<file path="config.mk">
export PLATFORM = sky130hd
export DESIGN_NAME = multichannel_average_threshold_top
export DESIGN_NICKNAME = d
export VERILOG_FILES = /design/src/rtl/core/mat_pkg.sv /design/src/rtl/core/mat_cfg_regs.sv /design/src/rtl/core/mat_window.sv /design/src/rtl/core/mat_compare.sv /design/src/rtl/core/multichannel_average_threshold_top.sv
export SDC_FILE = /design/constraint.sdc
export NUM_CORES = 1
export LEC_CHECK = 0
export BUFFER_PORTS_ARGS = -buffer_cell sky130_fd_sc_hd__buf_2
export CAP_MARGIN = 20
export CORE_MARGIN = 1.5
export CORE_UTILIZATION = 40
export DETAILED_ROUTE_END_ITERATION = 10
export PLACE_DENSITY = 0.57
export SYNTH_ARGS = -nofsm -noshare
export SYNTH_HDL_FRONTEND = slang
export SYNTH_HIERARCHICAL = 1
export SYNTH_SLANG_ARGS = --single-unit
</file>
<file path="constraint.sdc">
create_clock -name clk_i -period 4.4 [get_ports clk_i]
set_input_delay 0.22 -clock clk_i [delete_from_list [all_inputs] [get_ports clk_i]]
set_output_delay 0.22 -clock clk_i [all_outputs]
set_load 0.03 [all_outputs]
</file>
<file path="src/rtl/core/mat_pkg.sv">
// mat_pkg: shared types and constants for the multichannel average threshold block
// threshold register layout, reset values and the window control struct
// no dependencies
package mat_pkg;

  localparam int NUM_OUT   = 5;
  localparam int REG_COUNT = 5;
  localparam int THR_W     = 10;
  localparam int REG_IDX_W = 3;

  localparam int WINDOW_DEPTH_DEF  = 8;
  localparam int CHANNEL_COUNT_DEF = 5;
  localparam int SAMPLE_BITS_DEF   = 10;

  typedef logic [THR_W-1:0]     thr_t;
  typedef thr_t [NUM_OUT-1:0]   thr_arr_t;
  typedef logic [REG_IDX_W-1:0] reg_idx_t;

  localparam reg_idx_t REG_THR_CH0 = 3'd0;

  localparam thr_arr_t THR_RESET = {10'd775, 10'd806, 10'd620, 10'd698, 10'd853};

  typedef struct packed {
    logic load;
    logic commit;
  } win_ctrl_t;

endpackage

</file>
<file path="src/rtl/core/mat_cfg_regs.sv">
// mat_cfg_regs: per-channel threshold registers behind the plain write port
// depends on mat_pkg
module mat_cfg_regs (
  input  logic               clk_i,
  input  logic               rst_ni,
  input  logic               cfg_we_i,
  input  mat_pkg::reg_idx_t  cfg_idx_i,
  input  mat_pkg::thr_t      cfg_wdata_i,
  output mat_pkg::thr_arr_t  thr_o
);
  import mat_pkg::*;

  thr_arr_t thr_q;

  always_ff @(posedge clk_i or negedge rst_ni) begin
    if (!rst_ni) begin
      thr_q <= THR_RESET;
    end else if (cfg_we_i) begin
      for (int i = 0; i < REG_COUNT; i++) begin
        if (cfg_idx_i == REG_THR_CH0 + REG_IDX_W'(i)) begin
          thr_q[i] <= cfg_wdata_i;
        end
      end
    end
  end

  assign thr_o = thr_q;

endmodule

</file>
<file path="src/rtl/core/mat_window.sv">
// mat_window: per-channel sample rings, running sums and channel/slot counters
// ring read at item accept, write and sum update in the cycle after; depends on mat_pkg
module mat_window #(
  parameter int WINDOW_DEPTH  = mat_pkg::WINDOW_DEPTH_DEF,
  parameter int CHANNEL_COUNT = mat_pkg::CHANNEL_COUNT_DEF,
  parameter int SAMPLE_BITS   = mat_pkg::SAMPLE_BITS_DEF
) (
  input  logic                   clk_i,
  input  logic                   rst_ni,
  input  mat_pkg::win_ctrl_t     ctrl_i,
  input  logic [SAMPLE_BITS-1:0] sample_i,
  output logic [CHANNEL_COUNT-1:0][SAMPLE_BITS+$clog2(WINDOW_DEPTH)-1:0] sums_o
);
  import mat_pkg::*;

  localparam int Depth = CHANNEL_COUNT * WINDOW_DEPTH;
  localparam int AddrW = $clog2(Depth);
  localparam int ChW   = (CHANNEL_COUNT > 1) ? $clog2(CHANNEL_COUNT) : 1;
  localparam int SlotW = $clog2(WINDOW_DEPTH);
  localparam int SumW  = SAMPLE_BITS + SlotW;

  logic [ChW-1:0]   ch_q, ch_d;
  logic [SlotW-1:0] slot_q, slot_d;
  logic [AddrW-1:0] rd_addr;
  logic [AddrW-1:0] wr_addr_q;
  logic [ChW-1:0]   wr_ch_q;
  logic [SAMPLE_BITS-1:0] mem [Depth];
  logic [SAMPLE_BITS-1:0] rd_data_q;
  logic             rd_vld_q;
  logic [Depth-1:0] vld_q;
  logic [SAMPLE_BITS-1:0] old_val;
  logic [SumW-1:0]  sums_q [CHANNEL_COUNT];

  assign rd_addr = AddrW'(int'(ch_q) * WINDOW_DEPTH + int'(slot_q));

  always_comb begin
    ch_d   = ch_q;
    slot_d = slot_q;
    if (ch_q == ChW'(CHANNEL_COUNT - 1)) begin
      ch_d   = '0;
      slot_d = (slot_q == SlotW'(WINDOW_DEPTH - 1)) ? '0 : slot_q + SlotW'(1);
    end else begin
      ch_d = ch_q + ChW'(1);
    end
  end

  always_ff @(posedge clk_i or negedge rst_ni) begin
    if (!rst_ni) begin
      ch_q     <= '0;
      slot_q   <= '0;
      rd_vld_q <= 1'b0;
      vld_q    <= '0;
    end else begin
      if (ctrl_i.load) begin
        ch_q     <= ch_d;
        slot_q   <= slot_d;
        rd_vld_q <= vld_q[rd_addr];
      end
      if (ctrl_i.commit) begin
        vld_q[wr_addr_q] <= 1'b1;
      end
    end
  end

  always_ff @(posedge clk_i) begin
    if (ctrl_i.load) begin
      rd_data_q <= mem[rd_addr];
      wr_addr_q <= rd_addr;
      wr_ch_q   <= ch_q;
    end
    if (ctrl_i.commit) begin
      mem[wr_addr_q] <= sample_i;
    end
  end

  assign old_val = rd_vld_q ? rd_data_q : '0;

  always_ff @(posedge clk_i or negedge rst_ni) begin
    if (!rst_ni) begin
      for (int c = 0; c < CHANNEL_COUNT; c++) begin
        sums_q[c] <= '0;
      end
    end else if (ctrl_i.commit) begin
      sums_q[wr_ch_q] <= sums_q[wr_ch_q] - SumW'(old_val) + SumW'(sample_i);
    end
  end

  always_comb begin
    for (int c = 0; c < CHANNEL_COUNT; c++) begin
      sums_o[c] = sums_q[c];
    end
  end

endmodule

</file>
<file path="src/rtl/core/mat_compare.sv">
// mat_compare: average-above-threshold test for each reported channel
// avg > thr is tested as sum >= (thr + 1) * depth; depends on mat_pkg
module mat_compare #(
  parameter int WINDOW_DEPTH  = mat_pkg::WINDOW_DEPTH_DEF,
  parameter int CHANNEL_COUNT = mat_pkg::CHANNEL_COUNT_DEF,
  parameter int SAMPLE_BITS   = mat_pkg::SAMPLE_BITS_DEF
) (
  input  logic [CHANNEL_COUNT-1:0][SAMPLE_BITS+$clog2(WINDOW_DEPTH)-1:0] sums_i,
  input  mat_pkg::thr_arr_t            thr_i,
  output logic [mat_pkg::NUM_OUT-1:0]  bits_o
);
  import mat_pkg::*;

  localparam int SumW = SAMPLE_BITS + $clog2(WINDOW_DEPTH);
  localparam int LimW = THR_W + 1 + $clog2(WINDOW_DEPTH);
  localparam int CmpW = (SumW > LimW) ? SumW : LimW;

  for (genvar c = 0; c < NUM_OUT; c++) begin : g_ch
    if (c < CHANNEL_COUNT) begin : g_live
      logic [CmpW-1:0] lim;
      assign lim = (CmpW'(thr_i[c]) + CmpW'(1)) * CmpW'(WINDOW_DEPTH);
      assign bits_o[c] = (CmpW'(sums_i[c]) >= lim);
    end else begin : g_absent
      assign bits_o[c] = 1'b0;
    end
  end

endmodule

</file>
<file path="src/rtl/core/multichannel_average_threshold_top.sv">
// multichannel_average_threshold_top: moving average threshold detector, top level
// input register, result register, handshakes; uses mat_pkg, mat_cfg_regs,
// mat_window and mat_compare
//
// Samples arrive in round-robin channel order; each lands in its channel's ring and
// updates that channel's running sum. A tick item reports one bit per channel, set
// when the truncated window average is strictly above the channel threshold. One
// item is accepted per cycle unless a tick waits in the input register on an unread
// result. A sample finishes (ring write, sum update) in the cycle after accept; a
// tick result is registered as it leaves the input register and is held in the
// result register while new samples enter. The ring's single read port is used at
// accept; per-entry valid bits clear the ring at reset, with no clearing pass.
module multichannel_average_threshold_top #(
  parameter int WINDOW_DEPTH  = mat_pkg::WINDOW_DEPTH_DEF,
  parameter int CHANNEL_COUNT = mat_pkg::CHANNEL_COUNT_DEF,
  parameter int SAMPLE_BITS   = mat_pkg::SAMPLE_BITS_DEF
) (
  input  logic                   clk_i,
  input  logic                   rst_ni,
  input  logic                   cfg_we_i,
  input  mat_pkg::reg_idx_t      cfg_idx_i,
  input  mat_pkg::thr_t          cfg_wdata_i,
  input  logic                   in_valid_i,
  output logic                   in_ready_o,
  input  logic                   mode_i,
  input  logic [SAMPLE_BITS-1:0] sample_i,
  output logic                   out_valid_o,
  input  logic                   out_ready_i,
  output logic                   bit_ch0_o,
  output logic                   bit_ch1_o,
  output logic                   bit_ch2_o,
  output logic                   bit_ch3_o,
  output logic                   bit_ch4_o
);
  import mat_pkg::*;

  localparam int SumW = SAMPLE_BITS + $clog2(WINDOW_DEPTH);

  logic                   inq_valid_q;
  logic                   inq_mode_q;
  logic [SAMPLE_BITS-1:0] inq_sample_q;
  logic                   out_valid_q;
  logic [NUM_OUT-1:0]     res_q;
  logic                   accept;
  logic                   advance;
  win_ctrl_t              win_ctrl;
  thr_arr_t               thr;
  logic [CHANNEL_COUNT-1:0][SumW-1:0] sums;
  logic [NUM_OUT-1:0]     cmp_bits;

  assign advance    = inq_valid_q && (!inq_mode_q || !out_valid_q || out_ready_i);
  assign in_ready_o = !inq_valid_q || advance;
  assign accept     = in_valid_i && in_ready_o;

  assign win_ctrl.load   = accept && !mode_i;
  assign win_ctrl.commit = advance && !inq_mode_q;

  always_ff @(posedge clk_i or negedge rst_ni) begin
    if (!rst_ni) begin
      inq_valid_q <= 1'b0;
      out_valid_q <= 1'b0;
    end else begin
      if (accept) begin
        inq_valid_q <= 1'b1;
      end else if (advance) begin
        inq_valid_q <= 1'b0;
      end
      if (advance && inq_mode_q) begin
        out_valid_q <= 1'b1;
      end else if (out_ready_i) begin
        out_valid_q <= 1'b0;
      end
    end
  end

  always_ff @(posedge clk_i) begin
    if (accept) begin
      inq_mode_q   <= mode_i;
      inq_sample_q <= sample_i;
    end
    if (advance && inq_mode_q) begin
      res_q <= cmp_bits;
    end
  end

  mat_cfg_regs u_cfg (
    .clk_i       (clk_i),
    .rst_ni      (rst_ni),
    .cfg_we_i    (cfg_we_i),
    .cfg_idx_i   (cfg_idx_i),
    .cfg_wdata_i (cfg_wdata_i),
    .thr_o       (thr)
  );

  mat_window #(
    .WINDOW_DEPTH  (WINDOW_DEPTH),
    .CHANNEL_COUNT (CHANNEL_COUNT),
    .SAMPLE_BITS   (SAMPLE_BITS)
  ) u_window (
    .clk_i    (clk_i),
    .rst_ni   (rst_ni),
    .ctrl_i   (win_ctrl),
    .sample_i (inq_sample_q),
    .sums_o   (sums)
  );

  mat_compare #(
    .WINDOW_DEPTH  (WINDOW_DEPTH),
    .CHANNEL_COUNT (CHANNEL_COUNT),
    .SAMPLE_BITS   (SAMPLE_BITS)
  ) u_compare (
    .sums_i (sums),
    .thr_i  (thr),
    .bits_o (cmp_bits)
  );

  assign out_valid_o = out_valid_q;
  assign bit_ch0_o   = res_q[0];
  assign bit_ch1_o   = res_q[1];
  assign bit_ch2_o   = res_q[2];
  assign bit_ch3_o   = res_q[3];
  assign bit_ch4_o   = res_q[4];

endmodule
</file>
==> impl_metrics.csv <==
group,metric,value,unit
finish,proportion_of_layout_cells_with_a_drive_suffix_above_1,26.9,%
place,dp.final_hpwl,40900,µm
finish,num-nets-final,1811,
die,placementRows,93,
die,dieHeight,257,µm
flow_run,maxcap_violations,0,
timing,period_share,94.3,%
detailed_routing,viasPerCell,5.43,
finish,diodes,0,
synth,yosys.area.top_type,"sky130_fd_sc_hd__edfxtp_1",
timing,maxSlewViolCount,0,
timing,grt_setup_unrepaired,"false",
detailed_routing,vias,14100,
detailed_routing,ant_nets,0,
place,placed_cells,2461,
worst_setup_path,crit_buf_inv,1,
worst_setup_path,critical_path_class,"reg -> reg",
detailed_routing,initialDrtViolationCount,1225,
worst_setup_path,crit_path_start_kind,"flip-flop",
detailed_routing,firstDrtPassIters,6,
synth,synthTopCellsByArea,"sky130_fd_sc_hd__edfxtp_1 50%, sky130_fd_sc_hd__dfrtp_1 13%, sky130_fd_sc_hd__mux4_2 12%, sky130_fd_sc_hd__ha_1 3.5%, sky130_fd_sc_hd__mux2_2 2.8%",
clock_network,clock_tree.htree_level_count,3,
synth,yosys_warnings,6,
die,dieWidth,257,µm
clock_network,cts_tree,"built",
clock_network,cts.root.buffer_cell,"sky130_fd_sc_hd__clkbuf_16",
clock_network,cts_resized,0,
worst_setup_path,path_delay_family,"compound AO/OA/AOI/OAI gates",
die,fp.dieArea,66200,µm²
power,static-leakage-power,10.7,nW
detailed_routing,routedWlPerCell,23.8,µm
timing,period_needed,4.15,ns
worst_setup_path,cpMaxStageDelayCell,"sky130_fd_sc_hd__nor2b_1",
hold_path,hold_class,"in -> reg",
global_routing,globalRoute.totalOverflow,0,
synth,synthesis.area,25900,µm²
worst_setup_path,maximum_cell_stage_delay_along_the_critical_path,0.57,ns
detailed_routing,finalWirelength,62000,µm
synth,synth-edff-count,432,
timing,final.setup_skew,0.0330,ns
synth,ys_seq_elements,596,
synth,synth_cells,1580,
synth,synth.lib_cells_used.distinct,59,
finish,synthToLayoutAreaGrowth,14.7,%
global_routing,grt_pass1_wl,94200,µm
clock_network,clock_latency,0.61,ns
finish,num-fill-cells,5617,
timing,tightestPinTransition,1.04,ns
clock_network,cts_sinks,596,
finish,final-instance-count-excl-fill,2606,
die,start_util,40.3,%
timing,max_clock_freq,241,MHz
die,ioPinCount,36,
clock_network,cts_buffer_depth,3,
timing,timing_hold_violations_final,0,
timing,slew_headroom,30.2,%
place,detailedPlace.worstSlack,0.413,ns
synth,dominantRegCellSynth,"sky130_fd_sc_hd__edfxtp_1",
place,gp_routability_congestion,0.893,
worst_setup_path,crit_path_cell_trace,"nor2b_1, a22oi_1, o22a_1, fa_1, inv_1, ha_1, a21o_1, a21oi_1, a21boi_0, o311a_1, nor3_1, o31ai_1",
global_routing,antenna_found_initial,0,
clock_network,cts_buffers,66,
global_routing,overall_global_routing_resource_usage,19.1,%
synth,syn-num-nets,1691,
place,placedInstanceArea,27300,µm²
power,power.ir.vdd_worst,0.350,mV
finish,finalInstanceArea,29700,µm²
clock_network,path_clk_slew,0.06,ns
detailed_routing,drt_drc_violations_left,0,
worst_setup_path,cp.required,4.85,ns
timing,finalSetupViolations,0,
global_routing,grt_pass1_vias,14600,
die,core,64200,µm²
worst_setup_path,worstPathMaxFanout,9,
timing,setup_total_negative_slack,0,ns
synth,synth-seq-area-share,66.1,%
timing,worst_slack,0.250,ns
synth,syn_avg_cell_area,16.4,µm²
place,number_of_input_and_output_port_buffers_inserted,35,
power,power_per_cell_area,623,nW/µm²
global_routing,largest_net_degree_at_the_start_of_global_routing,91,
run_status,outcome,"finished clean",
synth,asyncSetResetFlopFracSynth,27.5,%
synth,synthDominantCellAreaShare,50.1,%
worst_setup_path,arrival,4.60,ns
worst_setup_path,crit_path_capture_type,"flip-flop",
repair_timing:
item	in CTS	in global routing
hold buffers	17	0
hold endpoints to repair	97	0
buffers inserted	0	0
routing by layer:
metal	vias up	part of all wire (%)	global-route usage, %
met1	7376	43	25.9
met2	325	50	32.0
met5	-	0	0
li1	6331	-	-
met3	111	3.8	2.69
met4	0	2.8	5.96
flip-flops by register name, indices dropped and copies added, names as in the netlist:
name / count
u_window/vld_q: 40
u_window/sums_o: 65
inq_valid_q: 1
u_window/wr_addr_q: 6
inq_sample_q: 10
u_window/rd_data_q: 10
u_cfg/thr_o: 50
u_window/ch_q: 3
u_window/slot_q: 3
u_window/mem: 400
inq_mode_q: 1
u_window/rd_vld_q: 1
out_valid_o: 1
res_q: 5
power by group:
group | switching, W | total [W] | internal [W]
registers | 0.000817 | 0.00754 | 0.00672
clock network | 0.00230 | 0.00531 | 0.00302
logic | 0.00308 | 0.00565 | 0.00257
total | 0.00619 | 0.0185 | 0.0123
cells by family (layout without fill, tap and decap cells):
family,after synthesis,count (layout),share of synthesized area (%)
DFF,596,596,66.1
buffers and inverters,124,295,2.06
xor gates and xnor gates,49,49,1.66
and+or+nand+nor,337,337,6.54
muxes,209,209,14.9
adders and majority gates,82,82,4.25
AOI/OAI and AO/OA,183,183,4.44
cell usage after synthesis, types with 18 or more instances:
| cell type | instances |
|---|---|
| sky130_fd_sc_hd__dfstp_2 | 27 |
| sky130_fd_sc_hd__mux2_2 | 65 |
| sky130_fd_sc_hd__edfxtp_1 | 432 |
| sky130_fd_sc_hd__xnor2_1 | 21 |
| sky130_fd_sc_hd__nand3_1 | 28 |
| sky130_fd_sc_hd__xor2_1 | 28 |
| sky130_fd_sc_hd__o21ai_0 | 62 |
| sky130_fd_sc_hd__clkbuf_1 | 38 |
| sky130_fd_sc_hd__or2_2 | 40 |
| sky130_fd_sc_hd__nor2_1 | 86 |
| sky130_fd_sc_hd__a21oi_1 | 32 |
| sky130_fd_sc_hd__dfrtp_1 | 137 |
| sky130_fd_sc_hd__inv_1 | 54 |
| sky130_fd_sc_hd__nand2_1 | 97 |
| sky130_fd_sc_hd__a22oi_1 | 18 |
| sky130_fd_sc_hd__mux4_2 | 135 |
| sky130_fd_sc_hd__ha_1 | 72 |
cell usage in the layout, fill, tap and decap left out, types with 32 or more instances in the layout:
cell type / n
sky130_fd_sc_hd__a21oi_1: 32
sky130_fd_sc_hd__buf_2: 34
sky130_fd_sc_hd__buf_4: 61
sky130_fd_sc_hd__clkbuf_16: 66
sky130_fd_sc_hd__dfrtp_1: 134
sky130_fd_sc_hd__edfxtp_1: 432
sky130_fd_sc_hd__ha_1: 72
sky130_fd_sc_hd__inv_1: 54
sky130_fd_sc_hd__mux2_2: 65
sky130_fd_sc_hd__mux4_2: 135
sky130_fd_sc_hd__nand2_1: 97
sky130_fd_sc_hd__nor2_1: 86
sky130_fd_sc_hd__o21ai_0: 62
sky130_fd_sc_hd__or2_2: 40
metrics by stage:
step | power (W) | hold slack [ns] | utilization (%)
3_5_place_dp | 0.0133 | 0.399 | 42.6
6_report | 0.0185 | 0.0212 | 46.2
2_1_floorplan | 0.0113 | -0.0756 | -
5_1_grt | 0.0195 | 0.0167 | 46.2
4_1_cts | 0.0187 | 0.0160 | 46.1
3_3_place_gp | 0.0132 | 0.396 | 42.5
final cells by class:
| cell class | count | area, µm² | area share (%) |
|---|---|---|---|
| Tap cell | 855 | 1070 | 3.61 |
| Multi-Input combinational cell | 860 | 8230 | 27.8 |
| Clock inverter | 30 | 328 | 1.10 |
| Sequential cell | 596 | 17100 | 57.7 |
| Inverter | 55 | 206 | 0.696 |
| Timing Repair Buffer | 121 | 937 | 3.16 |
| Clock buffer | 89 | 1780 | 5.99 |
worst paths after layout:
kind                       cells past startpoint  slack [ns]                       startpoint                         endpoint
max reg2reg                                   12        0.25  u_window/wr_addr_q[4]$_DFFE_PP_  u_window/sums_o[61]$_DFFE_PN0P_
min in group asynchronous                      2        0.31                           rst_ni    u_window/vld_q[3]$_DFFE_PN0P_
max                                           12        0.25  u_window/wr_addr_q[4]$_DFFE_PP_  u_window/sums_o[61]$_DFFE_PN0P_
max in group asynchronous                      3        3.11                           rst_ni      u_cfg/thr_o[48]$_DFFE_PN1P_
min reg2reg                                    1        0.46    u_window/vld_q[6]$_DFFE_PN0P_    u_window/vld_q[6]$_DFFE_PN0P_
min                                            2        0.02                   cfg_wdata_i[7]      u_cfg/thr_o[27]$_DFFE_PN0P_
Note: power is estimated with default switching activity, not from simulation.
